===== src/sv/lss_pkg.sv =====
package lss_pkg;

    localparam int ValW = 32;
    localparam int PosW = 6;

    localparam logic [2:0] CMD_PUSH   = 3'd0;
    localparam logic [2:0] CMD_POP    = 3'd1;
    localparam logic [2:0] CMD_PEEK   = 3'd2;
    localparam logic [2:0] CMD_SEARCH = 3'd3;
    localparam logic [2:0] CMD_DUMP   = 3'd4;

    localparam logic [1:0] ST_OK       = 2'd0;
    localparam logic [1:0] ST_EMPTY    = 2'd1;
    localparam logic [1:0] ST_NOTFOUND = 2'd2;
    localparam logic [1:0] ST_FULL     = 2'd3;

    typedef struct packed {
        logic [2:0]             command;
        logic signed [ValW-1:0] operand;
    } cmd_t;

    typedef struct packed {
        logic [1:0]             status;
        logic signed [ValW-1:0] entry_value;
        logic [PosW-1:0]        position;
        logic                   last;
    } rsp_t;

    typedef enum logic [2:0] {
        OP_HOLD,
        OP_PUSH,
        OP_POP,
        OP_MARK,
        OP_ROT
    } cell_op_t;

    typedef struct packed {
        cell_op_t               op;
        logic                   dump;
        logic signed [ValW-1:0] key;
    } cell_ctl_t;

endpackage


===== src/sv/lss_cell.sv =====
module lss_cell
    import lss_pkg::*;
#(
    parameter int INDEX = 0,
    parameter int CW    = 6
)
(
    input  logic                   clk,
    input  logic                   rst_n,
    input  cell_ctl_t              ctl,
    input  logic [CW-1:0]          count,
    input  logic signed [ValW-1:0] upper_val,
    input  logic signed [ValW-1:0] lower_val,
    input  logic                   lower_hit,
    input  logic signed [ValW-1:0] top_val,
    output logic signed [ValW-1:0] val,
    output logic                   hit
);

    logic signed [ValW-1:0] val_reg, val_next;
    logic                   hit_reg, hit_next;
    logic                   occupied;
    logic                   bottom;

    assign occupied = CW'(INDEX) < count;
    assign bottom   = CW'(INDEX + 1) == count;

    always_comb
    begin
        val_next = val_reg;
        hit_next = hit_reg;
        unique case (ctl.op)
            OP_PUSH:
            begin
                val_next = upper_val;
                hit_next = 1'b0;
            end
            OP_POP:
            begin
                val_next = lower_val;
                hit_next = 1'b0;
            end
            OP_MARK:
            begin
                hit_next = occupied && (ctl.dump || val_reg == ctl.key);
            end
            OP_ROT:
            begin
                // wrap the top entry round to the bottom of the occupied run
                if (bottom)
                begin
                    val_next = top_val;
                    hit_next = 1'b0;
                end
                else if (occupied)
                begin
                    val_next = lower_val;
                    hit_next = lower_hit;
                end
            end
            default:
            begin
                val_next = val_reg;
                hit_next = hit_reg;
            end
        endcase
    end

    always_ff @(posedge clk)
    begin
        val_reg <= val_next;
    end

    always_ff @(posedge clk or negedge rst_n)
    begin
        if (!rst_n)
        begin
            hit_reg <= 1'b0;
        end
        else
        begin
            hit_reg <= hit_next;
        end
    end

    assign val = val_reg;
    assign hit = hit_reg;

endmodule


===== src/sv/lifo_stack_with_search_unit.sv =====
// Channel  Direction  Payload  Handshake
// cmd      in         cmd_t    cmd_valid / cmd_ready
// rsp      out        rsp_t    rsp_valid / rsp_ready
//
// Push, pop and peek each give one registered result; the stack is a chain of cells, cell 0 on top.
// Search and dump mark the matching cells in the command cycle; then the occupied cells rotate
// one place a cycle while rsp is free, a marked cell 0 is reported, and a closing step ends the walk.
// A stalled rsp holds the walk; cmd_ready is low while a walk runs or a result waits.
// Reset clears the fill count and match flags; cell contents stay undefined until pushed.
module lifo_stack_with_search_unit
    import lss_pkg::*;
#(
    parameter int DEPTH = 32
)
(
    input  logic clk,
    input  logic rst_n,
    input  logic cmd_valid,
    output logic cmd_ready,
    input  cmd_t cmd,
    output logic rsp_valid,
    input  logic rsp_ready,
    output rsp_t rsp
);

    localparam int CW = $clog2(DEPTH + 1);

    typedef enum logic [1:0] {
        S_IDLE = 2'b01,
        S_WALK = 2'b10
    } state_t;

    state_t        state_reg, state_next;
    logic [CW-1:0] count_reg, count_next;
    logic [CW-1:0] remain_reg, remain_next;
    logic [CW-1:0] pos_reg, pos_next;
    logic          found_reg, found_next;
    logic          rsp_valid_reg, rsp_valid_next;
    rsp_t          rsp_reg, rsp_next;

    cell_ctl_t              ctl;
    logic signed [ValW-1:0] val_w [DEPTH];
    logic [DEPTH-1:0]       hit_w;
    logic                   out_free;
    logic                   accept;
    logic                   full;
    logic                   empty;
    logic                   more_hits;

    assign out_free  = !rsp_valid_reg || rsp_ready;
    assign cmd_ready = (state_reg == S_IDLE) && out_free;
    assign accept    = cmd_valid && cmd_ready;
    assign full      = count_reg == CW'(DEPTH);
    assign empty     = count_reg == '0;
    assign more_hits = |hit_w[DEPTH-1:1];

    genvar gi;
    generate
        for (gi = 0; gi < DEPTH; gi++)
        begin : g_cell
            logic signed [ValW-1:0] up_v;
            logic signed [ValW-1:0] lo_v;
            logic                   lo_h;
            if (gi == 0)
            begin : g_top
                assign up_v = cmd.operand;
            end
            else
            begin : g_mid
                assign up_v = val_w[gi-1];
            end
            if (gi == DEPTH - 1)
            begin : g_end
                assign lo_v = val_w[gi];
                assign lo_h = 1'b0;
            end
            else
            begin : g_inner
                assign lo_v = val_w[gi+1];
                assign lo_h = hit_w[gi+1];
            end
            lss_cell #(
                .INDEX (gi),
                .CW    (CW)
            ) u_cell (
                .clk       (clk),
                .rst_n     (rst_n),
                .ctl       (ctl),
                .count     (count_reg),
                .upper_val (up_v),
                .lower_val (lo_v),
                .lower_hit (lo_h),
                .top_val   (val_w[0]),
                .val       (val_w[gi]),
                .hit       (hit_w[gi])
            );
        end
    endgenerate

    always_comb
    begin
        state_next     = state_reg;
        count_next     = count_reg;
        remain_next    = remain_reg;
        pos_next       = pos_reg;
        found_next     = found_reg;
        rsp_valid_next = rsp_valid_reg && !rsp_ready;
        rsp_next       = rsp_reg;
        ctl.op         = OP_HOLD;
        ctl.dump       = cmd.command == CMD_DUMP;
        ctl.key        = cmd.operand;

        unique case (state_reg)
            S_IDLE:
            begin
                if (accept)
                begin
                    rsp_next.status      = ST_OK;
                    rsp_next.entry_value = '0;
                    rsp_next.position    = '0;
                    rsp_next.last        = 1'b1;
                    unique case (cmd.command)
                        CMD_PUSH:
                        begin
                            rsp_valid_next = 1'b1;
                            if (full)
                            begin
                                rsp_next.status = ST_FULL;
                            end
                            else
                            begin
                                ctl.op     = OP_PUSH;
                                count_next = count_reg + 1'b1;
                            end
                        end
                        CMD_POP, CMD_PEEK:
                        begin
                            rsp_valid_next = 1'b1;
                            if (empty)
                            begin
                                rsp_next.status = ST_EMPTY;
                            end
                            else
                            begin
                                rsp_next.entry_value = val_w[0];
                                rsp_next.position    = PosW'(1);
                                if (cmd.command == CMD_POP)
                                begin
                                    ctl.op     = OP_POP;
                                    count_next = count_reg - 1'b1;
                                end
                            end
                        end
                        CMD_SEARCH, CMD_DUMP:
                        begin
                            if (empty)
                            begin
                                rsp_valid_next  = 1'b1;
                                rsp_next.status = ST_EMPTY;
                            end
                            else
                            begin
                                ctl.op      = OP_MARK;
                                state_next  = S_WALK;
                                remain_next = count_reg;
                                pos_next    = CW'(1);
                                found_next  = 1'b0;
                            end
                        end
                        default:
                        begin
                            // unused codes: drop without a result
                            rsp_valid_next = 1'b0;
                        end
                    endcase
                end
            end
            S_WALK:
            begin
                if (out_free)
                begin
                    if (remain_reg == '0)
                    begin
                        state_next = S_IDLE;
                        if (!found_reg)
                        begin
                            rsp_valid_next       = 1'b1;
                            rsp_next.status      = ST_NOTFOUND;
                            rsp_next.entry_value = '0;
                            rsp_next.position    = '0;
                            rsp_next.last        = 1'b1;
                        end
                    end
                    else
                    begin
                        ctl.op      = OP_ROT;
                        remain_next = remain_reg - 1'b1;
                        pos_next    = pos_reg + 1'b1;
                        if (hit_w[0])
                        begin
                            found_next           = 1'b1;
                            rsp_valid_next       = 1'b1;
                            rsp_next.status      = ST_OK;
                            rsp_next.entry_value = val_w[0];
                            rsp_next.position    = PosW'(pos_reg);
                            rsp_next.last        = !more_hits;
                        end
                    end
                end
            end
            default:
            begin
                state_next = S_IDLE;
            end
        endcase
    end

    always_ff @(posedge clk or negedge rst_n)
    begin
        if (!rst_n)
        begin
            state_reg     <= S_IDLE;
            count_reg     <= '0;
            remain_reg    <= '0;
            pos_reg       <= '0;
            found_reg     <= 1'b0;
            rsp_valid_reg <= 1'b0;
        end
        else
        begin
            state_reg     <= state_next;
            count_reg     <= count_next;
            remain_reg    <= remain_next;
            pos_reg       <= pos_next;
            found_reg     <= found_next;
            rsp_valid_reg <= rsp_valid_next;
        end
    end

    always_ff @(posedge clk)
    begin
        rsp_reg <= rsp_next;
    end

    assign rsp_valid = rsp_valid_reg;
    assign rsp       = rsp_reg;

    a_count_bound: assert property (@(posedge clk) disable iff (!rst_n)
        count_reg <= CW'(DEPTH))
        else $error("fill count beyond depth");

    a_walk_bound: assert property (@(posedge clk) disable iff (!rst_n)
        (state_reg == S_WALK) |-> (remain_reg <= count_reg))
        else $error("walk longer than stack");

    a_push_grows: assert property (@(posedge clk) disable iff (!rst_n)
        (accept && cmd.command == CMD_PUSH && !full)
        |=> (count_reg == $past(count_reg) + 1'b1))
        else $error("push did not grow stack");

    a_count_steady_walk: assert property (@(posedge clk) disable iff (!rst_n)
        (state_reg == S_WALK) |=> $stable(count_reg))
        else $error("fill count moved during walk");

    a_idle_no_hits: assert property (@(posedge clk) disable iff (!rst_n)
        (state_reg == S_WALK && remain_reg == '0) |-> (hit_w == '0))
        else $error("unreported match after walk");

endmodule


===== config.mk =====
export PLATFORM = sky130hd
export DESIGN_NAME = lifo_stack_with_search_unit
export DESIGN_NICKNAME = d
export VERILOG_FILES = /design/src/sv/lss_pkg.sv /design/src/sv/lss_cell.sv /design/src/sv/lifo_stack_with_search_unit.sv
export SDC_FILE = /design/constraint.sdc
export NUM_CORES = 2
export LEC_CHECK = 0
export ABC_AREA = 1
export BUFFER_PORTS_ARGS = -buffer_cell sky130_fd_sc_hd__buf_2
export CAP_MARGIN = 10
export CORE_MARGIN = 2
export CORE_UTILIZATION = 55
export DETAILED_ROUTE_END_ITERATION = 8
export PLACE_DENSITY = 0.74
export SYNTH_ARGS = -nofsm -noshare
export SYNTH_HDL_FRONTEND = slang
export SYNTH_HIERARCHICAL = 1
export SYNTH_SLANG_ARGS = --single-unit

===== constraint.sdc =====
create_clock -name clk -period 14.9 [get_ports clk]
set_input_delay 2.98 -clock clk [delete_from_list [all_inputs] [get_ports clk]]
set_output_delay 2.98 -clock clk [all_outputs]
set_load 0.01 [all_outputs]

==> qor.csv <==
metric;value;unit
grt-ovfl-total;0;
path_cells;buf_2, inv_1, nand2_2, nand2_1, nand4_1, a211oi_4, buf_4, buf_4, buf_4, nor2_1, inv_2, nor2_2, inv_2, nor2_1, a21oi_1, a21oi_4;
cts.repair.resized;0;
reg2regPathDepth;15;
largest_reg_flops;1024;
path_clk_slew;0.06;ns
crit_top_cell;buf_4;
grt_pass1_wl;452000;um
worst_path_largest_cell_delay;0.80;ns
syn_inst;11213;
seq_area_frac_synth;38.1;%
synth_top_area_share;36.5;%
clock_latency;0.82;ns
yosys-top-cells-area;edfxtp_1, nand2_1, o211ai_1;
start_util;55.3;%
finalClockSkew;0.0343;ns
grt_pass1_vias;78907;
rsz0062_at_grt;no;
syn_area;87500;um2
drive_above_1_share;11.4;%
clockBufferDepth;3;
swShare;44.9;%
power_switching;7.89;mW
layout_min_cycle_time;7.35;ns
startpoint;cmd[32];
setup_viol;0;
grtUsageTotal;35.3;%
r2r_slack;9.12;ns
wl_per_cell;22.6;um
cp-start-kind;input port;
cp_max_fo;66;
p_comb_share;44.1;%
ir_drop;0.000276;V
rows;146;
fmax;0.136;GHz
clockRootBuffer;clkbuf_16;
worstReg2RegEnd;g_cell[24].u_cell/val[31];
io_buffers;81;
synth-edff-count;1065;
h-tree-depth;4;
status;complete, but fails checks;
p_int;9.68;mW
die_y;403;um
drv_cap;0;
syn_area_per_cell;7.80;um2
clkSinkCount;1119;
r2r_start;count_reg[2];
cts_tree;yes;
num-fill-cells;14100;
postPlaceCellArea;88200;um2
maxSlewViolCount;0;
path_class;in2reg;
cts_hold_buf;0;
grt_antenna_before_repair;3;
critPathArrivalTime;7.76;ns
numCtsBuffers;135;
ys_ff_latch;1119;
multiInputGateArea;43800;um2
violations;design-rule violations;
synth.distinct_cells;61;
cts_setup_buffers;0;
nets;11007;
vias_per_cell;6.30;
setup_slack;7.55;ns
ios;82;
yosysTopAreaCell;edfxtp_1;
ys.warnings.count;6;
initialDrtViolationCount;9551;
regArea;33300;um2
p_leak;37.2;nW
crit_slowest_cell;inv_2;
final_cells;13138;
route.antenna.remaining_nets;0;
gp_congestion;0.914;
dp_cells;12891;
fin_area;92500;um2
hold_class;reg2reg;
fin_tns_setup;0;ns
grt_start_max_net_pins;67;
routed-via-count;82714;
dpl.hpwl;189000;um
worst_slew_pin_slew;1.25;ns
timing.final.crit_share;49.3;%
power.density;190;nW/um2
postSynth.asyncResetShare;4.83;%
die_area;162000;um2
critPathCapture;g_cell[24].u_cell/val[31];
drtPass1Iterations;9;
worst_ep_required_time;15.32;ns
dp_slack;6.85;ns
end_kind;flip-flop;
synth_nets;11261;
slew_headroom;16.3;%
whs;0.464;ns
hold_violations;0;
finalWirelength;296000;um
synthFlopType;edfxtp_1;
sequentialPowerShare;36.9;%
final_common_cell;nand2_1;
core;158000;um2
die_w;403;um
areaGrowthSynthToFinish;5.73;%
drc_errors;1;
clockPowerShare;18.9;%
final_cell_mix;nand2_1, inv_1, edfxtp_1;
## power by group through the flow
stage	clock, mW	combinational (mW)	sequential, mW
global route	3.45	8.44	6.57
floorplan	0	5.56	6.24
detailed placement	0	7.48	6.51
finish	3.33	7.75	6.49
global placement	0	7.13	6.51
CTS	3.34	7.52	6.46
## worst min path at each step
stage                            start            to  slack, ns  depth (start not counted)
final                        found_reg     found_reg       0.46                          2
after global routing      state_reg[0]  state_reg[0]       0.49                          2
after CTS                    found_reg     found_reg       0.47                          2
after detailed placement     found_reg     found_reg       0.46                          2
after global placement       found_reg     found_reg       0.45                          2
after floorplan              found_reg     found_reg       0.44                          2
## area by class of cell
class,count,share of cell area (%)
multi-input cells,7676,47.4
flip-flops and latches,1119,36.0
inverters,1771,7.21
clock buffers,181,3.96
well taps,2072,2.80
repair buffers,256,1.93
clock inverters,62,0.682
diodes,1,0.00270
## per-stage QoR
| step | util [%] | power, mW |
|---|---|---|
| after detailed placement | 55.7 | 14.0 |
| after global placement | 55.7 | 13.6 |
| after CTS | 58.4 | 17.3 |
| after global routing | 58.5 | 18.5 |
| final | 58.5 | 17.6 |
| after floorplan | - | 11.8 |
## cells by family (layout without fill, tap and decap cells)
family	after synthesis	count (layout)	synth area share, %
AO/OA/AOI/OAI	3136	3136	23.6
XOR/XNOR	743	743	7.44
adder cells (fa/ha/maj)	9	9	0.137
buffers and inverters	2418	2270	12.3
flip-flops	1119	1119	38.1
other	1	2	0.00429
AND/OR/NAND/NOR	3787	3787	18.5
## Yosys cell counts (35+ instances only)
cell / count
nor2_1: 608
inv_2: 59
buf_2: 281
nand2_1: 2014
nand3_1: 990
o211ai_2: 35
o211ai_1: 989
buf_4: 37
o21ai_1: 870
xnor2_1: 740
edfxtp_1: 1065
clkbuf_1: 136
a21oi_2: 557
buf_6: 150
dfrtp_1: 53
a21oi_1: 436
nor2_2: 42
o21ai_0: 204
inv_1: 1701
## per-layer routing
| layer | vias up | track usage, % | routed length [um] |
|---|---|---|---|
| li1 | 37551 | - | - |
| met1 | 38913 | 42.2 | 106000 |
| met2 | 4896 | 57.6 | 137000 |
| met3 | 1350 | 8.09 | 32200 |
| met4 | 4 | 22.4 | 21500 |
| met5 | - | 0 | 31 |
## worst max-delay path, delay by kind of cell
family,cells,cell delay [ns]
simple gates,6,0.84
compound gates,3,0.78
buf+inv,7,2.98
Note: power is estimated with default switching activity, not from simulation.
